## config.mk

```make
export PLATFORM = sky130hd
export DESIGN_NAME = tsdc_ctrl
export DESIGN_NICKNAME = d
export VERILOG_FILES = /design/src/rtl/core/tsdc_pkg.sv /design/src/rtl/core/tsdc_ctrl.sv
export SDC_FILE = /design/constraint.sdc
export NUM_CORES = 1
export LEC_CHECK = 0
export ABC_CLOCK_PERIOD_IN_PS = 2700
export BUFFER_PORTS_ARGS = -buffer_cell sky130_fd_sc_hd__buf_2
export CAP_MARGIN = 10
export CORE_UTILIZATION = 35
export DETAILED_ROUTE_END_ITERATION = 16
export PLACE_DENSITY = 0.65
export SLEW_MARGIN = 5
export SYNTH_ARGS = -nofsm -noshare
export SYNTH_HDL_FRONTEND = slang
export SYNTH_SLANG_ARGS = --single-unit
export TNS_END_PERCENT = 10
```

## constraint.sdc

```tcl
create_clock -name i_clk -period 2.7 [get_ports i_clk]
set_clock_uncertainty 0.05 [all_clocks]
set_input_delay 0.27 -clock i_clk [delete_from_list [all_inputs] [get_ports i_clk]]
set_output_delay 0.27 -clock i_clk [all_outputs]
set_load 0.01 [all_outputs]
```

## src/rtl/core/tsdc_pkg.sv

```systemverilog
package tsdc_pkg;

    localparam int MAX_CITIES = 64;
    localparam int CITY_W     = 6;
    localparam int CC_W       = 7;
    localparam int DIST_W     = 16;
    localparam int DADDR_W    = 12;
    localparam int COST_W     = 23;
    localparam int OCOST_W    = 22;
    localparam int DELTA_W    = 20;
    localparam int ACC_W      = 24;
    localparam int SUM_W      = 25;
    localparam int STEP_W     = 6;

    localparam int IN_TDATA_W  = 40;
    localparam int IN_TUSER_W  = 2;
    localparam int OUT_TDATA_W = 48;

    // Read slots used while gathering the neighbourhood of both swap positions.
    localparam int TOUR_SLOTS = 6;
    localparam int SLOT_CUR_A = 1;
    // Distance terms of a swap: the first ones are removed edges, the last two
    // are the shared edge pair that only counts for adjacent positions.
    localparam int DIST_SLOTS = 10;
    localparam int NEG_SLOTS  = 4;
    localparam int GATE_SLOT  = 8;

    localparam logic [CC_W-1:0] CC_RESET = CC_W'(MAX_CITIES);
    localparam logic [CC_W-1:0] CC_MIN   = CC_W'(2);

    typedef enum logic [1:0] {
        FUNC_WRITE = 2'd0,
        FUNC_INIT  = 2'd1,
        FUNC_SWAP  = 2'd2,
        FUNC_READ  = 2'd3
    } t_func;

    typedef struct packed {
        logic              load;
        logic              dist_wr;
        logic              dist_rd;
        logic              tour_rd;
        logic              tour_wr;
        logic              tour_wr_b;
        logic              tour_clear;
        logic              finish;
        logic [STEP_W-1:0] step;
    } t_cmd;

    typedef struct packed {
        t_func             func;
        logic              swap_ok;
        logic [CITY_W-1:0] n_m1;
    } t_status;

endpackage

```

## src/rtl/core/tsdc_ctrl.sv

```systemverilog
module tsdc_ctrl (
    input  logic              i_clk,
    input  logic              i_rst_n,
    input  logic              i_in_valid,
    output logic              o_in_ready,
    input  logic              i_out_ready,
    output logic              o_out_valid,
    input  tsdc_pkg::t_status i_status,
    output tsdc_pkg::t_cmd    o_cmd
);

    typedef enum logic [3:0] {
        S_IDLE,
        S_DISPATCH,
        S_WRITE,
        S_INIT,
        S_INIT_WAIT,
        S_TOUR_RD,
        S_DIST_RD,
        S_WR_A,
        S_WR_B,
        S_READ,
        S_READ_WAIT,
        S_FINISH
    } t_state;

    t_state                          r_state;
    logic [tsdc_pkg::STEP_W-1:0]     r_step;
    logic                            r_out_valid;
    logic                            w_load;
    logic                            w_finish;

    assign o_in_ready  = (r_state == S_IDLE);
    assign o_out_valid = r_out_valid;
    assign w_load      = i_in_valid && (r_state == S_IDLE);
    // The result register may be refilled once its content is gone or leaves now.
    assign w_finish    = (r_state == S_FINISH) && (!r_out_valid || i_out_ready);

    always_comb begin
        o_cmd            = '0;
        o_cmd.load       = w_load;
        o_cmd.finish     = w_finish;
        o_cmd.step       = (r_state == S_READ) ?
                           tsdc_pkg::STEP_W'(tsdc_pkg::SLOT_CUR_A) : r_step;
        o_cmd.dist_wr    = (r_state == S_WRITE);
        o_cmd.dist_rd    = (r_state == S_INIT) || (r_state == S_DIST_RD);
        o_cmd.tour_rd    = (r_state == S_TOUR_RD) || (r_state == S_READ);
        o_cmd.tour_wr    = (r_state == S_WR_A) || (r_state == S_WR_B);
        o_cmd.tour_wr_b  = (r_state == S_WR_B);
        o_cmd.tour_clear = (r_state == S_DISPATCH) &&
                           (i_status.func == tsdc_pkg::FUNC_INIT);
    end

    always_ff @(posedge i_clk) begin
        if (!i_rst_n) begin
            r_state     <= S_IDLE;
            r_step      <= '0;
            r_out_valid <= 1'b0;
        end else begin
            if (w_finish) begin
                r_out_valid <= 1'b1;
            end else if (i_out_ready) begin
                r_out_valid <= 1'b0;
            end
            unique case (r_state)
                S_IDLE: begin
                    r_step <= '0;
                    if (w_load) begin
                        r_state <= S_DISPATCH;
                    end
                end
                S_DISPATCH: begin
                    unique case (i_status.func)
                        tsdc_pkg::FUNC_WRITE: r_state <= S_WRITE;
                        tsdc_pkg::FUNC_INIT:  r_state <= S_INIT;
                        tsdc_pkg::FUNC_SWAP: begin
                            r_state <= i_status.swap_ok ? S_TOUR_RD : S_FINISH;
                        end
                        tsdc_pkg::FUNC_READ:  r_state <= S_READ;
                        default:              r_state <= S_FINISH;
                    endcase
                end
                S_WRITE: r_state <= S_FINISH;
                S_INIT: begin
                    if (r_step == i_status.n_m1) begin
                        r_step  <= '0;
                        r_state <= S_INIT_WAIT;
                    end else begin
                        r_step <= tsdc_pkg::STEP_W'(r_step + 1'b1);
                    end
                end
                S_INIT_WAIT: r_state <= S_FINISH;
                S_TOUR_RD: begin
                    if (r_step == tsdc_pkg::STEP_W'(tsdc_pkg::TOUR_SLOTS - 1)) begin
                        r_step  <= '0;
                        r_state <= S_DIST_RD;
                    end else begin
                        r_step <= tsdc_pkg::STEP_W'(r_step + 1'b1);
                    end
                end
                S_DIST_RD: begin
                    if (r_step == tsdc_pkg::STEP_W'(tsdc_pkg::DIST_SLOTS - 1)) begin
                        r_step  <= '0;
                        r_state <= S_WR_A;
                    end else begin
                        r_step <= tsdc_pkg::STEP_W'(r_step + 1'b1);
                    end
                end
                S_WR_A:      r_state <= S_WR_B;
                S_WR_B:      r_state <= S_FINISH;
                S_READ:      r_state <= S_READ_WAIT;
                S_READ_WAIT: r_state <= S_FINISH;
                S_FINISH: begin
                    if (w_finish) begin
                        r_state <= S_IDLE;
                    end
                end
                default: r_state <= S_IDLE;
            endcase
        end
    end

endmodule

```

==> summary.md, run 1 <==
Yosys mapped the design onto 47 distinct sky130hd cell types. Number of search-and-repair iterations in the first detailed-routing pass: 4. TritonCTS built the clock tree. The weighted congestion at the end of routability-driven global placement was 0.803; the ratio of total power to cell area was 725 mW/mm².

For this design, the CTS-stage hold fixing added 0 buffers. The slowest stage cell on the critical path is sky130_fd_sc_hd__dfxtp_1. The routed layout has 973 vias.

The die span in y is 54.8 µm, and the count of inserted antenna diode cells is 0. The routed design uses 116 µm of met3 wire. Across the run, the number of max-cap violations was 0.

Type of destination of the critical path: an output port. Path class of the lowest-slack min-delay path: in -> reg. Leaving out fill and tap cells, the most frequent cells in the layout are sky130_fd_sc_hd__buf_2, sky130_fd_sc_hd__nor2_1, sky130_fd_sc_hd__dfxtp_1. Fill cells in the final layout number 284. Depth of the worst register-to-register path: 5. Total detailed-routing wirelength: 2.40 mm. The floorplan step defined a die boundary enclosing 0.00301 mm². Once the clock tree was built, the setup fixing pass inserted 0 buffers. The logs give 1.12 mm for the wire length on met2 and 2 for the deepest clock path buffer count. The post-synthesis to final-layout area growth was 15.7%; the synthesized flop and latch total was 11.

The final count of pins violating max slew is 0, and the relative slew slack is 0.561. For the slack of the worst reg-to-reg path, the log shows 570 ps. The hold violation total from the final report was 0. The fraction of the cycle the final worst path needs came out at 0.904. In the final routed layout, each cell accounts on average for 13.6 µm. The tools report the via count of the first global-routing pass as 845. The arrival time of data at the critical path endpoint was 2120 ps; the pin count of the biggest net entering global routing was 17. 29 I/O pins were placed. The run finished with clean final reports. The net count of the finished layout was 163. Traced cell by cell, the critical path runs through nor2b_1 -> nand2_1 -> nor2_1 -> or2_2 -> buf_2.

Setup repair after global routing left no endpoint under its margin. The total overflow left after global routing is 0. The type of the setup path with the least slack was reg -> out.

The Yosys step of the flow raised 0 warnings. In this run the cell area of the synthesized design comes to 977 µm². The post-cts repair resize count is 0. For the placed wire-length estimate, the log shows 1.73 mm. Based on the critical path, the design can be clocked at up to 0.410 GHz. Worst vdd rail ir drop: 0.000415 V. The clock period could shrink to 2440 ps. The H-tree depth is 1. After clock tree synthesis, the clock-pin slew on the worst setup and hold paths is 80 ps. STA classifies the critical path startpoint as a register. The worst hold path terminates at r_state[3]. Placement-stage worst setup slack: 595 ps. Synthesis produced 124 cells. The first-pass GRT wire length came out at 3.83 mm. After detailed routing, no signal wire sits above met4. In the final timing run, aggregate negative setup slack is 0 ps. Setup slack on the critical path of the routed design comes to 259 ps. For this run, the leading register cell type out of synthesis is sky130_fd_sc_hd__dfxtp_1. For the portion of the post-synthesis area used by sequential elements, the log shows 0.225. Fraction of layout cells with a size suffix above 1: 0.265.

In this design, the stage delay of the slowest critical-path cell is 660 ps. In this run the core area contains 18 standard-cell rows. Reg-to-reg critical path startpoint: r_state[0].

For the number of antenna violations at the first check in global routing, the log shows 0. The cell depth of the worst hold path was 4. The detailed router put a total of 1.12 mm of wire on met1. The port buffer count works out to 28. The highest fanout seen on the critical path is 16. The async set-reset flop share out of synthesis came out at 0. The die width works out to 54.8 µm. After detailed routing, the number of remaining DRC violations is 0. For this design, the sink count on the clock tree is 11. In this run the critical register-to-register path is captured at r_state[1]. The number of enable-type register cells in the synthesized netlist was 0; the first-iteration detailed-routing DRC count was 17. The overall global routing resource usage was 0.181. Leakage power of the design: 0.000517 µW. The mean instance size in the synthesized netlist is 7.88 µm². The most common cell after layout, fill and taps aside is sky130_fd_sc_hd__buf_2.

The number of nets handed over by synthesis was 139. The clock reaches the later pin of the worst-skew pair after 280 ps. For the starting utilization of the core area, the log shows 0.381.

The cell sitting at the root of the clock tree is a sky130_fd_sc_hd__clkbuf_4. Dividing the detail-routed via count by the number of cells gives 5.50. At the pin with the least slew margin, the transition time is 658 ps. The worst hold path begins at i_out_ready. At the worst endpoint, the required time is 2380 ps. Once detail routing completed, the nets flagged for antenna violations numbered 0. Counting the buffers created by CTS gives 3.

The run gives 0.00257 mm² as the core box area. The tools report the number of endpoints failing setup at the final stage as 0.
==> critical path, delay by kind of cell, from the launching register on <==
kind | cells | cell delay (ps)
DFF | 1 | 660
buffers and inverters | 1 | 110
and+or+nand+nor | 4 | 1060
==> cells in the mapped netlist, types with 2 or more instances <==
cell | n | share of area
sky130_fd_sc_hd__xnor2_1 | 4 | 0.036
sky130_fd_sc_hd__ha_1 | 2 | 0.026
sky130_fd_sc_hd__o21ai_0 | 9 | 0.046
sky130_fd_sc_hd__nand3_1 | 3 | 0.015
sky130_fd_sc_hd__a221oi_1 | 2 | 0.018
sky130_fd_sc_hd__xor2_1 | 5 | 0.045
sky130_fd_sc_hd__nand2b_1 | 6 | 0.038
sky130_fd_sc_hd__o22ai_1 | 2 | 0.013
sky130_fd_sc_hd__a31oi_1 | 2 | 0.013
sky130_fd_sc_hd__nor2_1 | 13 | 0.050
sky130_fd_sc_hd__dfxtp_1 | 11 | 0.23
sky130_fd_sc_hd__nor3b_1 | 2 | 0.015
sky130_fd_sc_hd__nor2b_1 | 10 | 0.064
sky130_fd_sc_hd__buf_4 | 2 | 0.015
sky130_fd_sc_hd__inv_1 | 3 | 0.012
sky130_fd_sc_hd__o311a_1 | 2 | 0.020
sky130_fd_sc_hd__a21oi_1 | 3 | 0.015
sky130_fd_sc_hd__a21boi_1 | 2 | 0.015
sky130_fd_sc_hd__clkbuf_1 | 4 | 0.015
sky130_fd_sc_hd__nand2_1 | 8 | 0.031
sky130_fd_sc_hd__and3_1 | 2 | 0.013
sky130_fd_sc_hd__o21bai_1 | 2 | 0.015
==> report_power, final <==
part           switching, µW  internal (µW)  total (µW)
logic                    230            188         418
clock network           62.2           57.3         119
registers               93.8            189         283
total                    386            434         820
==> metrics by stage <==
| stage | instance area (µm²) | instances | util | total power, µW | hold WS (ps) |
|---|---|---|---|---|---|
| finish | 1130 | 177 | 0.441 | 820 | 303 |
| global route | 1130 | 177 | 0.441 | 892 | 330 |
| CTS | 1130 | 177 | 0.441 | 817 | 300 |
| detailed placement | 1100 | 173 | 0.430 | 697 | 508 |
| global placement | 1100 | 173 | 0.430 | 684 | 484 |
| floorplan | 977 | 124 | - | 587 | 382 |
==> area by class of cell <==
type                            count  area, µm²  share of cell area
Clock buffer                        4       26.3              0.0232
Multi-Input combinational cell    100        692               0.612
Sequential cell                    11        220               0.195
Timing Repair Buffer               28        140               0.124
Inverter                            4       15.0              0.0133
Tap cell                           30       37.5              0.0332
==> sequential cells by signal (all words and copies together) (netlist names) <==
| signal | flops |
|---|---|
| o_out_valid | 1 |
| r_step | 6 |
| r_state | 4 |
==> logic make-up after synthesis <==
logic type | after synthesis | synth area share
AOI/OAI and AO/OA | 34 | 0.261
xor gates and xnor gates | 10 | 0.0973
adders and majority gates | 2 | 0.0256
buffers and inverters | 13 | 0.0666
DFF | 11 | 0.225
muxes | 1 | 0.0102
and+or+nand+nor | 53 | 0.314
==> worst max path at each step <==
stage | startpoint | endpoint | slack (ps) | cells past startpoint
4_1_cts | r_state[0] | o_cmd[0] | 280 | 5
6_report | r_state[0] | o_cmd[0] | 260 | 5
3_3_place_gp | r_state[0] | o_cmd[0] | 660 | 5
5_1_grt | r_state[0] | o_cmd[0] | 80 | 5
3_5_place_dp | r_state[0] | o_cmd[0] | 590 | 5
2_1_floorplan | r_step[0] | r_state[1] | 970 | 6
==> layer usage <==
| metal | track usage | vias up |
|---|---|---|
| li1 | - | 487 |
| met4 | 0.0940 | 0 |
| met3 | 0.0250 | 6 |
| met5 | 0 | - |
| met1 | 0.230 | 445 |
| met2 | 0.291 | 35 |
(Power assumes the default switching activity.)
==> inputs of run 2 (changes only) <==
--- a/config.mk
+++ b/config.mk
@@ -5,12 +5,12 @@
 export SDC_FILE = /design/constraint.sdc
 export NUM_CORES = 1
 export LEC_CHECK = 0
-export ABC_CLOCK_PERIOD_IN_PS = 2700
+export ABC_CLOCK_PERIOD_IN_PS = 2000
 export BUFFER_PORTS_ARGS = -buffer_cell sky130_fd_sc_hd__buf_2
 export CAP_MARGIN = 10
 export CORE_UTILIZATION = 35
 export DETAILED_ROUTE_END_ITERATION = 16
-export PLACE_DENSITY = 0.65
+export PLACE_DENSITY = 0.67
 export SLEW_MARGIN = 5
 export SYNTH_ARGS = -nofsm -noshare
 export SYNTH_HDL_FRONTEND = slang
==> constraint.sdc (replaced) <==
create_clock -name i_clk -period 2 [get_ports i_clk]
set_clock_uncertainty 0.05 [all_clocks]
set_input_delay 0.2 -clock i_clk [delete_from_list [all_inputs] [get_ports i_clk]]
set_output_delay 0.2 -clock i_clk [all_outputs]
set_load 0.01 [all_outputs]
==> run 2 against run 1 <==
Effect of this change:
- via count rose by 0.10%
- cell count rose by 2.8%
- core utilization rose by 2.0 points
- sequential power rose by 12%
- clock power rose by 29%
- combinational power rose by 68%
- clock-buffer cell count did not move
- first-iteration DRC count rose by 41%
- largest cell class unchanged
- setup slack got worse by 92 ps
- critical endpoint unchanged
- critical path type unchanged
- routed wire length fell by 3.3%
- sequential share of layout area fell by 0.84 points
==> summary.md, run 2 (synthesized netlist as in run 1, its figures left out) <==
The first-pass GRT wire length was 3.73 mm (-2.7%); the die span in y was 54.8 µm (unchanged). The cell at the root of the clock tree is sky130_fd_sc_hd__clkbuf_4. TritonCTS built the clock tree.

The overall via count from detail_route was 974 (+0.10%); the slew of the pin with the lowest slew margin was 444 ps (-214 ps). The worst vdd rail ir drop is 0.000563 V (+36%), and the number of search-and-repair iterations in the first detailed-routing pass is 4 (unchanged). The post-route non-filler standard cell count was 182 (+2.8%). The tools report the deepest clock path buffer count as 2 (unchanged). The number of instances in the placed design is 178 (+2.9%).

On the critical path, the stage with the largest delay is an instance of sky130_fd_sc_hd__dfxtp_1. The tools report the post-CTS setup-driven buffer insertion count as 0 (unchanged). The clock latency on the worst-skew pair came out at 270 ps (about the same). The type of destination of the critical path was an output port. The register with the most flip-flops in the final layout is r_step.

The most common cell after layout, fill and taps aside is sky130_fd_sc_hd__buf_2. The number of routed nets with antenna violations was 0 (unchanged). Setup repair after global routing left no endpoint under its margin.

For the placed wire-length estimate, the log shows 1.76 mm (+1.4%). The top cell types in the final layout, fill and taps aside, are sky130_fd_sc_hd__buf_2, sky130_fd_sc_hd__nor2_1, sky130_fd_sc_hd__dfxtp_1. The final critical path time including I/O delays and setup was 1830 ps; the sum of negative setup slack was 0 ps (unchanged). The run gives 29 (unchanged) as the boundary pin count.

The post-synthesis to final-layout area growth is 21.0%. The multi-input gate area in the final layout is 706 µm² (+2.0%). The number of endpoints failing setup at the final stage is 0 (unchanged), and the number of cells on the critical path is 5 (unchanged).

The detailed-route wire length per cell works out to 12.8 µm (-5.9%). The logs give 0.00301 mm² (unchanged) for the die footprint and 24 (+7) for the first-iteration detailed-routing DRC count. The via density per instance was 5.35 (-2.6%).

The maximum clock frequency came out at 0.545 GHz. The tools report the via count of the first global-routing pass as 856 (+1.3%). The area taken by flip-flops and latches was 220 µm² (unchanged). The net count of the finished layout was 168 (+3.1%); the fraction of the cycle the final worst path needs was 0.917. The run finished with clean final reports. For the total detailed-routing wirelength, the log shows 2.32 mm (-3.3%). The global-route met1 utilization is 0.216 (-0.0144).

The layer flagged by global routing as most heavily used is met2. For the smallest hold slack, the log shows 250 ps (-52.8 ps). STA classifies the critical path startpoint as a register. The cell depth of the worst hold path was 4 (unchanged); the number of buffers inserted for hold repair after clock tree synthesis was 0 (unchanged).

The fraction of layout cells with a size suffix above 1 came out at 0.309 (+0.0439). Traced cell by cell, the critical path runs through nor2b_4 -> nand2_1 -> nor2_2 -> or2_2 -> buf_2. The die width was 54.8 µm (unchanged); the ratio of total power to cell area was 993 mW/mm² (+37%). The highest fanout seen on the critical path is 6 (-10), and the starting utilization of the core area is 0.381 (unchanged).

The worst path required time came out at 1750 ps (-630 ps). The weighted congestion at the end of routability-driven global placement is 0.858 (+6.8%). The clock-pin slew of the registers on the worst-case setup and hold paths was 70 ps (about the same); the H-tree depth was 1 (unchanged). For the max-capacitance violation count, the log shows 0 (unchanged). The core box area was 0.00257 mm² (unchanged); the final count of pins violating max slew was 0 (unchanged). The total buffers and inverters traversed by the critical path was 1 (unchanged); the depth of the worst register-to-register path was 5 (unchanged).

The number of clock sinks was 11 (unchanged). The number of buffers created by CTS came out at 3 (unchanged). The tools report the hold violation total from the final report as 0 (unchanged).

Count of inserted antenna diode cells: 0 (unchanged). The tools report the DRC violation count after routing as 0 (unchanged). The tools report the global-route track usage on met3 as 0.0389 (+0.0139). Number of antenna violations at the first check in global routing: 0 (unchanged). The leakage power of the design is 0.000547 µW (+5.7%). The tools report the overall global routing resource usage as 0.173 (-0.00791). The worst hold path belongs to the class in -> reg. For the power after layout, the log shows 1170 µW (+43%). The flip-flop count of the largest register, all copies and words added was 6 (unchanged); the maximum single-stage delay on the critical path was 420 ps (-240 ps). Port buffer count: 28 (unchanged). The worst setup path is of the reg -> out kind. The relative slew slack was 0.701 (+0.140); the pin count of the biggest net entering global routing was 17 (unchanged). The placement row count was 18 (unchanged).

The arrival time of data at the critical path endpoint came out at 1580 ps (-540 ps). The met2 demand-to-capacity share in global routing came out at 0.289 (-0.00201). The number of inserted filler cells in the final layout came out at 271 (-4.6%). Among cell families on the critical path, the largest total delay comes from simple AND/OR/NAND/NOR gates. For the total global routing overflow, the log shows 0 (unchanged).
==> run 2: cell count changes in the layout (fill, tap and decap cells not counted) <==
cell,change
sky130_fd_sc_hd__a21oi_1,-1
sky130_fd_sc_hd__nor2_2,+1
sky130_fd_sc_hd__nor2_1,-1
sky130_fd_sc_hd__buf_4,+5
sky130_fd_sc_hd__nor2b_4,+1
sky130_fd_sc_hd__a21oi_2,+1
sky130_fd_sc_hd__nor2b_1,-1
==> run 2: timing repair <==
action	4_1_cts	5_1_grt
endpoints found under the setup margin	6	9
pin swaps	0	0
gates resized for setup	2	2
==> run 2: per-stage QoR <==
stage	area, µm²	worst slack, ps	util
after floorplan	977	268	-
after global placement	1140	166	0.445
after detailed placement	1140	86.3	0.445
after CTS	1170	73.5	0.457
after global routing	1180	23.2	0.461
final	1180	166	0.461
==> run 2: worst reg2reg max path: cells and delay by family, from the launching register on <==
family,cells,cell delay (ps)
xor gates and xnor gates,1,130
and+or+nand+nor,1,320
DFF,1,500
AOI/OAI and AO/OA,3,730
==> run 2: path summary, 6_finish.rpt <==
kind / startpoint / end / slack (ps)
worst max-delay path: r_state[0] / o_cmd[0] / 170
worst min-delay path: i_out_ready / r_state[3] / 250
worst max register to register: r_step[4] / r_state[1] / 170
worst min register to register: r_step[1] / r_step[1] / 490
==> run 2: layout make-up <==
type                            count  area share
Inverter                            4      0.0127
Tap cell                           30      0.0317
Sequential cell                    11       0.186
Timing Repair Buffer               33       0.150
Clock buffer                        4      0.0222
Multi-Input combinational cell    100       0.597
==> run 2: per-layer routing <==
layer  up-vias  routed length (µm)
met5         -                   0
met4         0                   0
met3         0                 114
met2        26                1130
met1       447                1080
li1        501                   -
==> run 2: power breakdown <==
group,internal [µW],switching [µW],total [µW]
Clock,77.2,76.4,154
Sequential,255,62.3,318
Combinational,308,395,703
==> inputs of run 3 (changes only) <==
--- a/config.mk
+++ b/config.mk
@@ -5,7 +5,7 @@
 export SDC_FILE = /design/constraint.sdc
 export NUM_CORES = 1
 export LEC_CHECK = 0
-export ABC_CLOCK_PERIOD_IN_PS = 2000
+export ABC_CLOCK_PERIOD_IN_PS = 1650
 export BUFFER_PORTS_ARGS = -buffer_cell sky130_fd_sc_hd__buf_2
 export CAP_MARGIN = 10
 export CORE_UTILIZATION = 35
==> constraint.sdc (replaced) <==
create_clock -name i_clk -period 1.65 [get_ports i_clk]
set_clock_uncertainty 0.05 [all_clocks]
set_input_delay 0.165 -clock i_clk [delete_from_list [all_inputs] [get_ports i_clk]]
set_output_delay 0.165 -clock i_clk [all_outputs]
set_load 0.01 [all_outputs]
==> run 3 against run 2 <==
Effect of this change:
- the flow now finishes with violations (setup timing)
- sequential share of layout area fell by 2.6 points
- routed wire length rose by 27%
- via count rose by 11%
- critical path type is now reg -> reg
- highest routed layer is now met4
==> summary.md, run 3 (synthesized netlist as in run 1, its figures left out) <==
The flow ran to the end, but the final reports show violations. The checks that failed: setup timing. The highest fanout seen on the critical path is 6 (unchanged). The number of search-and-repair iterations in the first detailed-routing pass came out at 4 (unchanged).

TritonCTS built the clock tree. The run gives 0 (unchanged) as the number of routed nets with antenna violations. Cell at the root of the clock tree: sky130_fd_sc_hd__clkbuf_4.

The die width was 54.8 µm (unchanged). The tightest min-delay check is of the in -> reg type. The overall global routing resource usage was 0.202 (+0.0287). The clock-pin slew of the registers on the worst-case setup and hold paths was 80 ps (about the same); the slack of the worst reg-to-reg path was -90 ps (-260 ps). The leakage power of the design is 0.000698 µW (+28%), and the number of buffers inserted for hold repair after clock tree synthesis is 0 (unchanged).

For the boundary pin count, the log shows 29 (unchanged). For the total global routing overflow, the log shows 0 (unchanged). Setup repair after global routing could not meet its margin everywhere. The detailed-route wire length per cell was 14.6 µm (+14%). The type of destination of the critical path is a register. The worst path required time was 1780 ps (+30 ps); the total detailed-routing wirelength was 2.95 mm (+27%). The setup slack of the critical path after layout was -89.1 ps (-255 ps); the number of clock sinks was 11 (unchanged).

The pin count of the biggest net entering global routing was 17 (unchanged). The tools report the first-pass GRT wire length as 4.18 mm (+12%). The worst vdd rail ir drop is 0.00103 V (+83%).

For this run, the top clock speed supported by timing is 0.575 GHz. The placed wire-length estimate is 2.09 mm (+19%), and the placement row count is 18 (unchanged). The critical path goes through buf_4 -> xnor2_1 -> a31oi_4 -> o311a_1 -> a31o_1. The hold violation total from the final report is 0 (unchanged), and the number of inserted filler cells in the final layout is 238 (-12%).

The ratio of total power to cell area works out to 1250 mW/mm² (+26%). The slew of the pin with the lowest slew margin was 358 ps (-86.1 ps). The slowest stage cell on the critical path was sky130_fd_sc_hd__o311a_1. The post-synthesis to final-layout area growth came out at 46.4%. Maximum single-stage delay on the critical path: 400 ps (-20 ps).

The fraction of the cycle the final worst path needs came out at 1.05. The tools report the die footprint as 0.00301 mm² (unchanged). The via density per instance is 5.35 (about the same).

The arrival time of data at the critical path endpoint is 1860 ps (+280 ps), and the port buffer count is 28 (unchanged). Via count of the first global-routing pass: 930 (+8.6%). The logs give 0.381 (unchanged) for the starting utilization of the core area and 191 ps (-59.5 ps) for the smallest hold slack. The flip-flop count of the largest register, all copies and words added is 6 (unchanged).

The tools report the first-iteration detailed-routing DRC count as 39 (+63%). The H-tree depth was 1 (unchanged). The power after layout is 1790 µW (+53%).

The deepest clock path buffer count is 2 (unchanged), and the number of buffers created by CTS is 3 (unchanged). The run gives 0.00257 mm² (unchanged) as the core box area. The fraction of layout cells with a size suffix above 1 was 0.477 (+0.168). Most common cell after layout, fill and taps aside: sky130_fd_sc_hd__buf_2.

The clock latency on the worst-skew pair came out at 280 ps (about the same). The final count of pins violating max slew is 0 (unchanged), and the max-capacitance violation count is 0 (unchanged). The tools report the relative slew slack as 0.755 (+0.0543). The utilization of the core after routing is 0.557 (+0.0965), and the die span in y is 54.8 µm (unchanged).

The number of antenna violations at the first check in global routing came out at 0 (unchanged). The worst setup path is launched from a register. The total buffers and inverters traversed by the critical path was 1 (unchanged). The cell family with the largest share of critical-path delay is compound AO/OA/AOI/OAI gates. The tools report the net count of the finished layout as 188 (+12%).

The run gives 1080 (+11%) as the overall via count from detail_route. The final critical path time including I/O delays and setup came out at 1740 ps. The library cells used most frequently in the layout, excluding fill and tap cells, are sky130_fd_sc_hd__buf_2, sky130_fd_sc_hd__buf_4, sky130_fd_sc_hd__nor2_1.

The logs give 5 (+5) for the number of endpoints failing setup at the final stage and 0.927 (+8.1%) for the weighted congestion at the end of routability-driven global placement. The register ranked first by flip-flop count is r_step. For the placement-stage worst setup slack, the log shows -35.1 ps (-121 ps).

The worst setup path is of the reg -> reg kind. The count of inserted antenna diode cells was 0 (unchanged); the DRC violation count after routing was 0 (unchanged).
run 3: path summary, 6_finish.rpt:
path                                   from          to  cells past startpoint
worst min register to register   r_state[3]  r_state[3]                      2
worst min-delay path            i_out_ready  r_state[3]                      4
worst max register to register    r_step[0]  r_state[1]                      5
worst max-delay path              r_step[0]  r_state[1]                      5
run 3: per-layer routing:
layer	global-route usage	part of all wire	wire, µm	up-vias
met5	0	0	0	-
met4	0.0427	0.0041	12	0
met3	0.0667	0.055	161	2
met2	0.335	0.50	1490	33
met1	0.249	0.44	1290	505
li1	-	-	-	540
run 3: timing repair:
action	in CTS	in global routing
gates resized for setup	9	16
endpoints found under the setup margin	9	12
cloned	0	0
setup buffers	3	1
pin swaps	2	9
run 3: stage by stage:
| step | std cells | setup TNS [ps] | cell area, µm² |
|---|---|---|---|
| 2_1_floorplan | 124 | -16.3 | 996 |
| 3_3_place_gp | 195 | -23.3 | 1280 |
| 3_5_place_dp | 195 | -35.1 | 1280 |
| 4_1_cts | 201 | -34.0 | 1350 |
| 5_1_grt | 202 | -596 | 1430 |
| 6_report | 202 | -215 | 1430 |
run 3: where the power goes:
part	internal, µW	leakage, µW	switching (µW)
Clock	93.8	0.0000150	102
Sequential	320	0.0000916	66.0
Combinational	597	0.000592	613
Total	1010	0.000698	781
run 3: layout make-up:
class | instances | area (µm²) | share of cell area
clock buffers | 4 | 26.3 | 0.0184
inverters | 4 | 15.0 | 0.0105
multi-input cells | 100 | 788 | 0.551
flip-flops and latches | 11 | 229 | 0.160
well taps | 30 | 37.5 | 0.0262
repair buffers | 53 | 334 | 0.234
run 3: worst min-delay path, delay by kind of cell:
family / cells / cell delay, ps
AO/OA/AOI/OAI: 1 / 80
buffers and inverters: 1 / 70
AND/OR/NAND/NOR: 2 / 160
